===== config.mk =====
export PLATFORM = sky130hd
export DESIGN_NAME = pan_tilt_deadband_p_control
export DESIGN_NICKNAME = d
export VERILOG_FILES = /design/src/rtl/core/ptdc_pkg.sv /design/src/rtl/core/ptdc_div.sv /design/src/rtl/core/pan_tilt_deadband_p_control.sv
export VERILOG_INCLUDE_DIRS = /design/src /design/src/rtl/core
export SDC_FILE = /design/constraint.sdc
export NUM_CORES = 2
export LEC_CHECK = 0
export CAP_MARGIN = 15
export CELL_PAD_IN_SITES_DETAIL_PLACEMENT = 1
export CELL_PAD_IN_SITES_GLOBAL_PLACEMENT = 2
export CORE_ASPECT_RATIO = 0.6
export CORE_MARGIN = 5
export CORE_UTILIZATION = 45
export DETAILED_ROUTE_END_ITERATION = 8
export DONT_BUFFER_PORTS = 1
export PLACE_DENSITY = 0.95
export RECOVER_POWER = 100
export SLEW_MARGIN = 20
export SYNTH_ARGS = -nofsm -noshare
export SYNTH_HDL_FRONTEND = slang
export SYNTH_SLANG_ARGS = --single-unit
export TNS_END_PERCENT = 50

===== constraint.sdc =====
create_clock -name clk -period 18.8 [get_ports clk]
set_input_delay 4.7 -clock clk [delete_from_list [all_inputs] [get_ports clk]]
set_output_delay 4.7 -clock clk [all_outputs]
set_load 0.01 [all_outputs]

===== src/rtl/core/assert_macros.svh =====
// Assertion macros shared by the RTL.
// Depends on nothing; define NO_ASSERTIONS to compile them out.
`ifndef ASSERT_MACROS_SVH
`define ASSERT_MACROS_SVH
`ifndef NO_ASSERTIONS
`define ASSERT_ALWAYS(lbl, clk, rstn, prop) \
  lbl: assert property (@(posedge clk) disable iff (!rstn) prop) \
    else $error("assertion failed");
`define ASSERT_NEVER(lbl, clk, rstn, expr) \
  lbl: assert property (@(posedge clk) disable iff (!rstn) !(expr)) \
    else $error("forbidden condition seen");
`else
`define ASSERT_ALWAYS(lbl, clk, rstn, prop)
`define ASSERT_NEVER(lbl, clk, rstn, expr)
`endif
`endif


===== src/rtl/core/ptdc_pkg.sv =====
// Types, codes and constants of the pan/tilt deadband P controller.
// No dependencies.
package ptdc_pkg;

  localparam int PIXEL_BITS_DEF = 12;
  localparam int DIM_BITS       = 12;
  localparam int ADDR_BITS      = 5;
  localparam int Q_BITS         = 15;
  localparam int BITS_PER_STAGE = 3;
  localparam int DIV_STAGES     = Q_BITS / BITS_PER_STAGE;
  localparam logic [15:0] ONE_Q15 = 16'h8000;
  localparam int PROD_SHIFT     = 11;

  typedef enum logic [1:0] {
    ST_DRIVEN   = 2'd0,
    ST_LOW_CONF = 2'd1,
    ST_BAD_GEOM = 2'd2
  } ptdc_status_t;

  typedef enum logic [2:0] {
    REG_CONF_FLOOR = 3'd0,
    REG_WIDTH      = 3'd1,
    REG_HEIGHT     = 3'd2,
    REG_DEAD_ZONE  = 3'd3,
    REG_PAN_GAIN   = 3'd4,
    REG_TILT_GAIN  = 3'd5,
    REG_PAN_LIMIT  = 3'd6,
    REG_TILT_LIMIT = 3'd7
  } ptdc_reg_t;

  typedef struct packed {
    logic [31:0] frame_tag;
    logic [15:0] target_confidence;
    logic [15:0] centroid_x;
    logic [15:0] centroid_y;
  } ptdc_in_t;

  typedef struct packed {
    logic [31:0]        frame_tag_out;
    logic signed [15:0] pan_setpoint;
    logic signed [15:0] tilt_setpoint;
    logic [1:0]         drive_status;
  } ptdc_out_t;

endpackage


===== src/rtl/core/ptdc_div.sv =====
// Two-lane pipelined restoring divider, fraction quotient of Q_BITS bits.
// Needs rem < den on entry; depends on ptdc_pkg.
module ptdc_div #(
  parameter int DW = 16,
  parameter int SW = 1
) (
  input  logic                          clk,
  input  logic                          rst_n,
  input  logic                          vld_i,
  input  logic [1:0][DW-1:0]            rem_i,
  input  logic [1:0][DW-1:0]            den_i,
  input  logic [SW-1:0]                 side_i,
  output logic                          vld_o,
  output logic [1:0][ptdc_pkg::Q_BITS-1:0] q_o,
  output logic [SW-1:0]                 side_o
);
  import ptdc_pkg::*;

  logic                    vld_r  [DIV_STAGES];
  logic [1:0][DW-1:0]      rem_r  [DIV_STAGES];
  logic [1:0][DW-1:0]      den_r  [DIV_STAGES];
  logic [1:0][Q_BITS-1:0]  q_r    [DIV_STAGES];
  logic [SW-1:0]           side_r [DIV_STAGES];

  logic [1:0][DW-1:0]      rem_nxt [DIV_STAGES];
  logic [1:0][Q_BITS-1:0]  q_nxt   [DIV_STAGES];

  for (genvar s = 0; s < DIV_STAGES; s++) begin : g_stage
    logic [1:0][DW-1:0]     rem_in;
    logic [1:0][DW-1:0]     den_in;
    logic [1:0][Q_BITS-1:0] q_in;
    logic                   vld_in;
    logic [SW-1:0]          side_in;

    if (s == 0) begin : g_first
      assign rem_in  = rem_i;
      assign den_in  = den_i;
      assign q_in    = '0;
      assign vld_in  = vld_i;
      assign side_in = side_i;
    end else begin : g_next
      assign rem_in  = rem_r[s-1];
      assign den_in  = den_r[s-1];
      assign q_in    = q_r[s-1];
      assign vld_in  = vld_r[s-1];
      assign side_in = side_r[s-1];
    end

    always_comb begin
      logic [DW:0]       t;
      logic [DW-1:0]     r;
      logic [Q_BITS-1:0] q;
      for (int l = 0; l < 2; l++) begin
        r = rem_in[l];
        q = q_in[l];
        for (int k = 0; k < BITS_PER_STAGE; k++) begin
          t = {r, 1'b0};
          if (t >= {1'b0, den_in[l]}) begin
            t = t - {1'b0, den_in[l]};
            q = {q[Q_BITS-2:0], 1'b1};
          end else begin
            q = {q[Q_BITS-2:0], 1'b0};
          end
          r = t[DW-1:0];
        end
        rem_nxt[s][l] = r;
        q_nxt[s][l]   = q;
      end
    end

    always_ff @(posedge clk) begin
      if (!rst_n) begin
        vld_r[s] <= 1'b0;
      end else begin
        vld_r[s] <= vld_in;
      end
    end

    always_ff @(posedge clk) begin
      rem_r[s]  <= rem_nxt[s];
      q_r[s]    <= q_nxt[s];
      den_r[s]  <= den_in;
      side_r[s] <= side_in;
    end
  end

  assign vld_o  = vld_r[DIV_STAGES-1];
  assign q_o    = q_r[DIV_STAGES-1];
  assign side_o = side_r[DIV_STAGES-1];

endmodule


===== src/rtl/core/pan_tilt_deadband_p_control.sv =====
// Pan/tilt proportional controller with deadband and clamp, top level.
// Depends on ptdc_pkg, ptdc_div and assert_macros.svh.
//
// Usage:
//   Input channel: drive in_item and pulse start; the item is taken at
//   every edge with start high and busy low. busy is always low, so one
//   item may be sent every clock cycle.
//   Result channel: out_valid is high for one cycle with out_item; the
//   receiver cannot stall, results must be taken when shown.
//   Throughput: one item per cycle. Depth is set by two 5-stage dividers
//   (error normalize and deadband rescale, 3 quotient bits per stage), one
//   input stage, one gain multiply stage and one clamp stage.
//   Configuration: APB-style writes at byte address 4*index; pready is
//   always high. Write only while no item is in flight.
//   Reset: synchronous, active low; clears all in-flight items and loads
//   the register defaults.
`include "assert_macros.svh"
module pan_tilt_deadband_p_control #(
  parameter int PIXEL_BITS = ptdc_pkg::PIXEL_BITS_DEF
) (
  input  logic                          clk,
  input  logic                          rst_n,
  input  logic                          start,
  output logic                          busy,
  input  ptdc_pkg::ptdc_in_t            in_item,
  output logic                          out_valid,
  output ptdc_pkg::ptdc_out_t           out_item,
  input  logic                          psel,
  input  logic                          penable,
  input  logic                          pwrite,
  input  logic [ptdc_pkg::ADDR_BITS-1:0] paddr,
  input  logic [31:0]                   pwdata,
  output logic [31:0]                   prdata,
  output logic                          pready
);
  import ptdc_pkg::*;

  localparam int CF  = 16 - PIXEL_BITS;
  localparam int DW1 = DIM_BITS + CF;
  localparam int NW  = ((DW1 > 17) ? DW1 : 17) + 1;
  localparam int SW  = 32 + 2 + 2 + 2;

  // configuration
  logic [15:0]        conf_floor_r;
  logic [11:0]        width_r;
  logic [11:0]        height_r;
  logic [14:0]        dead_zone_r;
  logic signed [15:0] pan_gain_r;
  logic signed [15:0] tilt_gain_r;
  logic [14:0]        pan_limit_r;
  logic [14:0]        tilt_limit_r;

  always_ff @(posedge clk) begin
    if (!rst_n) begin
      conf_floor_r <= 16'd32768;
      width_r      <= 12'd640;
      height_r     <= 12'd480;
      dead_zone_r  <= 15'd0;
      pan_gain_r   <= 16'sd256;
      tilt_gain_r  <= 16'sd256;
      pan_limit_r  <= 15'd4096;
      tilt_limit_r <= 15'd4096;
    end else if (psel && penable && pwrite && pready) begin
      case (ptdc_reg_t'(paddr[4:2]))
        REG_CONF_FLOOR: conf_floor_r <= pwdata[15:0];
        REG_WIDTH:      width_r      <= pwdata[11:0];
        REG_HEIGHT:     height_r     <= pwdata[11:0];
        REG_DEAD_ZONE:  dead_zone_r  <= pwdata[14:0];
        REG_PAN_GAIN:   pan_gain_r   <= pwdata[15:0];
        REG_TILT_GAIN:  tilt_gain_r  <= pwdata[15:0];
        REG_PAN_LIMIT:  pan_limit_r  <= pwdata[14:0];
        REG_TILT_LIMIT: tilt_limit_r <= pwdata[14:0];
        default: ;
      endcase
    end
  end

  always_comb begin
    case (ptdc_reg_t'(paddr[4:2]))
      REG_CONF_FLOOR: prdata = {16'd0, conf_floor_r};
      REG_WIDTH:      prdata = {20'd0, width_r};
      REG_HEIGHT:     prdata = {20'd0, height_r};
      REG_DEAD_ZONE:  prdata = {17'd0, dead_zone_r};
      REG_PAN_GAIN:   prdata = {{16{pan_gain_r[15]}}, pan_gain_r};
      REG_TILT_GAIN:  prdata = {{16{tilt_gain_r[15]}}, tilt_gain_r};
      REG_PAN_LIMIT:  prdata = {17'd0, pan_limit_r};
      REG_TILT_LIMIT: prdata = {17'd0, tilt_limit_r};
      default:        prdata = '0;
    endcase
  end

  assign pready = 1'b1;
  assign busy   = 1'b0;

  // stage A: input register and status
  logic         a_vld_r;
  ptdc_in_t     a_item_r;
  ptdc_status_t a_stat_r;
  ptdc_status_t a_stat_nxt;

  always_comb begin
    if (in_item.target_confidence < conf_floor_r) begin
      a_stat_nxt = ST_LOW_CONF;
    end else if (width_r == '0 || height_r == '0) begin
      a_stat_nxt = ST_BAD_GEOM;
    end else begin
      a_stat_nxt = ST_DRIVEN;
    end
  end

  always_ff @(posedge clk) begin
    if (!rst_n) begin
      a_vld_r <= 1'b0;
    end else begin
      a_vld_r <= start && !busy;
    end
  end

  always_ff @(posedge clk) begin
    a_item_r <= in_item;
    a_stat_r <= a_stat_nxt;
  end

  // error magnitude setup for the normalize divider
  logic [1:0][DW1-1:0] d1_rem;
  logic [1:0][DW1-1:0] d1_den;
  logic [1:0]          e_neg;
  logic [1:0]          e_sat;

  always_comb begin
    logic [15:0]          c;
    logic signed [NW-1:0] num;
    logic [NW-1:0]        an;
    for (int l = 0; l < 2; l++) begin
      c         = (l == 0) ? a_item_r.centroid_x : a_item_r.centroid_y;
      d1_den[l] = DW1'((l == 0) ? width_r : height_r) << CF;
      num       = $signed(NW'({c, 1'b0})) - $signed(NW'(d1_den[l]));
      e_neg[l]  = num[NW-1];
      an        = e_neg[l] ? NW'(-num) : NW'(num);
      e_sat[l]  = an >= NW'(d1_den[l]);
      d1_rem[l] = e_sat[l] ? '0 : an[DW1-1:0];
    end
  end

  logic                   b_vld;
  logic [1:0][Q_BITS-1:0] b_q;
  logic [SW-1:0]          b_side;

  ptdc_div #(.DW(DW1), .SW(SW)) u_div_norm (
    .clk    (clk),
    .rst_n  (rst_n),
    .vld_i  (a_vld_r),
    .rem_i  (d1_rem),
    .den_i  (d1_den),
    .side_i ({a_item_r.frame_tag, a_stat_r, e_neg, e_sat}),
    .vld_o  (b_vld),
    .q_o    (b_q),
    .side_o (b_side)
  );

  // deadband rescale setup
  logic [1:0][15:0] d2_rem;
  logic [1:0][15:0] d2_den;
  logic [1:0]       m_sat;

  always_comb begin
    logic [15:0] m;
    logic [15:0] n;
    for (int l = 0; l < 2; l++) begin
      m = b_side[l] ? ONE_Q15 : {1'b0, b_q[l]};
      n = (m < {1'b0, dead_zone_r}) ? 16'd0 : m - {1'b0, dead_zone_r};
      d2_den[l] = ONE_Q15 - {1'b0, dead_zone_r};
      m_sat[l]  = n >= d2_den[l];
      d2_rem[l] = m_sat[l] ? 16'd0 : n;
    end
  end

  logic                   c_vld;
  logic [1:0][Q_BITS-1:0] c_q;
  logic [SW-1:0]          c_side;

  ptdc_div #(.DW(16), .SW(SW)) u_div_dead (
    .clk    (clk),
    .rst_n  (rst_n),
    .vld_i  (b_vld),
    .rem_i  (d2_rem),
    .den_i  (d2_den),
    .side_i ({b_side[SW-1:2], m_sat}),
    .vld_o  (c_vld),
    .q_o    (c_q),
    .side_o (c_side)
  );

  // gain multiply
  logic             p_vld_r;
  logic [1:0][31:0] p_r;
  logic [1:0]       p_neg_r;
  logic [31:0]      p_tag_r;
  logic [1:0]       p_stat_r;
  logic [1:0][31:0] p_nxt;
  logic [1:0]       p_neg_nxt;

  always_comb begin
    logic [15:0]        m2;
    logic signed [15:0] gn;
    logic [15:0]        g;
    for (int l = 0; l < 2; l++) begin
      m2 = c_side[l] ? ONE_Q15 : {1'b0, c_q[l]};
      gn = (l == 0) ? pan_gain_r : tilt_gain_r;
      g  = gn[15] ? 16'(-gn) : 16'(gn);
      p_nxt[l]     = 32'(g) * 32'(m2);
      p_neg_nxt[l] = c_side[2 + l] ^ gn[15];
    end
  end

  always_ff @(posedge clk) begin
    if (!rst_n) begin
      p_vld_r <= 1'b0;
    end else begin
      p_vld_r <= c_vld;
    end
  end

  always_ff @(posedge clk) begin
    p_r      <= p_nxt;
    p_neg_r  <= p_neg_nxt;
    p_tag_r  <= c_side[SW-1:6];
    p_stat_r <= c_side[5:4];
  end

  // clamp, sign and output register
  logic      out_valid_r;
  ptdc_out_t out_item_r;
  ptdc_out_t out_item_nxt;

  always_comb begin
    logic [31:0] mag;
    logic [31:0] lim;
    logic [15:0] cl;
    logic [1:0][15:0] sp;
    for (int l = 0; l < 2; l++) begin
      mag = p_r[l] >> PROD_SHIFT;
      lim = 32'((l == 0) ? pan_limit_r : tilt_limit_r);
      cl  = (mag > lim) ? lim[15:0] : mag[15:0];
      sp[l] = p_neg_r[l] ? 16'(-cl) : cl;
      if (p_stat_r != ST_DRIVEN) begin
        sp[l] = '0;
      end
    end
    out_item_nxt.frame_tag_out = p_tag_r;
    out_item_nxt.pan_setpoint  = sp[0];
    out_item_nxt.tilt_setpoint = sp[1];
    out_item_nxt.drive_status  = p_stat_r;
  end

  always_ff @(posedge clk) begin
    if (!rst_n) begin
      out_valid_r <= 1'b0;
    end else begin
      out_valid_r <= p_vld_r;
    end
  end

  always_ff @(posedge clk) begin
    out_item_r <= out_item_nxt;
  end

  assign out_valid = out_valid_r;
  assign out_item  = out_item_r;

  // checks
  logic signed [16:0] pan_lim_s;
  logic signed [16:0] tilt_lim_s;
  logic signed [16:0] pan_sp_s;
  logic signed [16:0] tilt_sp_s;
  logic               stat_bad;
  logic               sp_zero;
  logic               pan_in_lim;
  logic               tilt_in_lim;

  assign pan_lim_s   = $signed({2'b00, pan_limit_r});
  assign tilt_lim_s  = $signed({2'b00, tilt_limit_r});
  assign pan_sp_s    = 17'(out_item.pan_setpoint);
  assign tilt_sp_s   = 17'(out_item.tilt_setpoint);
  assign stat_bad    = out_item.drive_status > ST_BAD_GEOM;
  assign sp_zero     = out_item.pan_setpoint == 16'sd0 && out_item.tilt_setpoint == 16'sd0;
  assign pan_in_lim  = pan_sp_s <= pan_lim_s && pan_sp_s >= -pan_lim_s;
  assign tilt_in_lim = tilt_sp_s <= tilt_lim_s && tilt_sp_s >= -tilt_lim_s;

  `ASSERT_ALWAYS(a_latency, clk, rst_n, (start && !busy) |-> ##13 out_valid)
  `ASSERT_NEVER(a_bad_status, clk, rst_n, out_valid && stat_bad)
  `ASSERT_ALWAYS(a_idle_zero, clk, rst_n, (out_valid && out_item.drive_status != ST_DRIVEN) |-> sp_zero)
  `ASSERT_ALWAYS(a_pan_clamp, clk, rst_n, out_valid |-> pan_in_lim)
  `ASSERT_ALWAYS(a_tilt_clamp, clk, rst_n, out_valid |-> tilt_in_lim)

endmodule

==> metrics <==
RR Startpoint=width_r[1]$_SDFFE_PN0P_; CP Depth=52; Starting Density=0.453; Critical Path Fanout Max=14; Nets=12700; DIE AREA=224000 sq um; Routed WL=319000 um; Slowest-stage cell, CP=fa_1; Yosys top cell by area=dfxtp_1; Synth Area in Simple Gates=0.157; crit path launch type=flip-flop; port buffer count=0; Yosys top cell area share=0.267; Synth Area in Adders=0.237; post-detailed-route via-to-cell ratio=5.85; largest family of logic cells by synthesized area=adder cells; Yosys cell types=109; ys flop type=dfxtp_1; max cap viols=6; Slew HR=-0.563; Area Overhead vs Synth=7.74%; layout cell share with drive strength beyond 1=0.0716; H-tree depth=3; unrepaired setup endpoints after global routing=false; Reg clk slew, reported paths=80 ps; Root Buffer=clkbuf_16; capture point of the worst path=u_div_norm.rem_r[0][7]$_DFF_P_; minimum clock period=16420 ps; post-cts sizing count=0; GRT overflow=0; Max stage delay on crit path=640 ps; via count=81800; Ys Warns=0; cells on worst reg2reg path=52; Post-DP HPWL=252000 um; die width=608 um; Post-synth EDFFs=0; #FFs+latches synth=1284; Crit. End Element=flip-flop; Mapped Area=96400 sq um; critical path arrival=17110 ps; Post-DRT Antenna Nets=0; Worst Skew=86.5 ps; CTS sink count=1284; Initial DRT Pass Iterations=6; Setup-failing EPs final=0; CTS tree=done; Inst Count DP=13700; Final period util=0.873; Least-Margin Pin Slew=2340 ps; Remaining DRCs=0; GPL Wtd Cong=0.919; CP Data Required Time=19490 ps; post-route insts no fill=14000; Skew-Pair Late Insertion Delay=790 ps; post-synthesis compound-gate area fraction=0.167; worst path bufs/invs=3; Post-Syn Area per Cell=8.73 sq um; delay-heaviest family, CP=compound AO/OA/AOI/OAI gates; Core ar.=213000 sq um; Hold Violations, Final=0; Worst Setup SP=width_r[1]$_SDFFE_PN0P_; status=complete, but fails checks; initial DRC count=6185; WS Path Type=reg -> reg; largest net degree at the start of global routing=131; Filler Cell Count=24900; final slew viol count=87; vias in the first global route=85800; critical path's most frequent cell=o21ai_0; row cnt=131; Hold Path Class=reg -> reg; postcts setup bufs=0; failing checks=max-capacitance violations, max-slew violations; register area share after synthesis=0.267; ys async rst share=0; Worst R2R Setup Slack=2380 ps; total track usage=0.276; antenna violations before repair=20; Die Y=369 um; mux contribution to synthesized area=0.0579; syn_nets=12700; Syn Inst Count=11000; R2R Path End=u_div_norm.rem_r[0][7]$_DFF_P_; TritonCTS Buffers=120; main area contributors after synthesis=dfxtp_1, ha_1, fa_1; setup TNS=0 ps; fmax=60.9 MHz; io pins=224; clk buf depth=3; Synth Area in XOR/XNOR=0.0592; CTS hold repair buffers=0; global-route wire length before repair=497000 um; average wire per standard cell=22.8 um
[synthesized netlist by cell type (all sizes together) (21+ instances only)]
| cell type | number |
|---|---|
| dfxtp | 1284 |
| ha | 1167 |
| nand2 | 1077 |
| inv | 1070 |
| nor2 | 837 |
| a21oi | 581 |
| o21ai | 487 |
| mux2 | 423 |
| xnor2 | 423 |
| fa | 412 |
| a21o | 250 |
| xor2 | 229 |
| clkbuf | 227 |
| a21boi | 215 |
| nor3 | 211 |
| o21a | 201 |
| nor2b | 193 |
| nand3 | 173 |
| and2 | 147 |
| nand4 | 147 |
| nand2b | 125 |
| o31ai | 90 |
| a31oi | 80 |
| and3 | 67 |
| o21bai | 67 |
| mux2i | 66 |
| or3 | 65 |
| or2 | 60 |
| buf | 59 |
| o211ai | 53 |
| a211oi | 50 |
| nor4 | 38 |
| a211o | 29 |
| a31o | 29 |
| o41ai | 28 |
| a221oi | 27 |
| o22ai | 26 |
| a22oi | 25 |
| o2111ai | 22 |
| or4 | 21 |
[logic make-up after synthesis]
group | Yosys count
buf+inv | 1365
compound gates | 2441
simple gates | 3229
fa+ha+maj | 1579
mux | 493
xor+xnor | 652
flops | 1284
other cells | 2
[per-stage QoR]
stage | utilization | cell area [sq um] | setup WS (ps) | hold WS, ps
final | 0.488 | 104000 | 2380 | 299
after global placement | 0.469 | 99800 | 4280 | 310
after CTS | 0.489 | 104000 | 3820 | 294
after global routing | 0.488 | 104000 | 1180 | 311
after detailed placement | 0.469 | 99800 | 3910 | 313
after floorplan | - | 96400 | 6690 | 310
[sequential cells by signal, indices dropped and copies added (netlist names), 12 cells and up]
| register | cells |
|---|---|
| a_item_r | 64 |
| conf_floor_r | 16 |
| dead_zone_r | 15 |
| height_r | 12 |
| out_item | 66 |
| p_r | 42 |
| p_tag_r | 32 |
| pan_gain_r | 16 |
| pan_limit_r | 15 |
| tilt_gain_r | 16 |
| tilt_limit_r | 15 |
| u_div_dead.den_r | 64 |
| u_div_dead.q_r | 90 |
| u_div_dead.rem_r | 128 |
| u_div_dead.side_r | 190 |
| u_div_norm.den_r | 96 |
| u_div_norm.q_r | 90 |
| u_div_norm.rem_r | 96 |
| u_div_norm.side_r | 190 |
| width_r | 12 |
[final cells by class]
cell class / count / area [sq um] / area share
inverters: 1079 / 4060 / 0.0390
repair buffers: 127 / 781 / 0.00752
diodes: 7 / 17.5 / 0.000169
clock inverters: 71 / 982 / 0.00946
well taps: 2859 / 3580 / 0.0344
clock buffers: 153 / 3320 / 0.0319
flip-flops and latches: 1284 / 25700 / 0.247
multi-input cells: 8396 / 65400 / 0.630
[worst min-delay path by stage]
stage / from / end / depth (start not counted)
6_report: u_div_norm.q_r[0][105]$_DFF_P_ / u_div_norm.q_r[0][138]$_DFF_P_ / 0
5_1_grt: u_div_norm.q_r[0][107]$_DFF_P_ / u_div_norm.q_r[0][140]$_DFF_P_ / 0
4_1_cts: u_div_norm.q_r[0][105]$_DFF_P_ / u_div_norm.q_r[0][138]$_DFF_P_ / 0
3_5_place_dp: u_div_dead.side_r[0][111]$_DFF_P_ / u_div_dead.side_r[0][149]$_DFF_P_ / 0
3_3_place_gp: u_div_norm.side_r[0][166]$_DFF_P_ / u_div_dead.side_r[0][14]$_DFF_P_ / 0
2_1_floorplan: p_tag_r[0]$_DFF_P_ / out_item[34]$_DFF_P_ / 0
[per-layer routing]
metal | track usage | part of all wire | vias up
met5 | 0 | 0.000085 | -
met4 | 0.0630 | 0.023 | 4
met3 | 0.0420 | 0.070 | 495
met2 | 0.427 | 0.43 | 2451
met1 | 0.404 | 0.48 | 40700
li1 | - | - | 38100
[cell usage in the layout, fill, tap and decap left out, drive strengths merged, types with 211 or more instances in the layout]
cell type,n
o21ai,487
a21o,250
nor2,837
a21oi,581
xor2,229
fa,412
nand2,1077
mux2,423
nor3,211
xnor2,423
inv,1084
dfxtp,1284
ha,1167
a21boi,215
Power is left out: the tool's default activity adds up to more than one toggle a clock period on the data nets, which glitch-free logic cannot reach.
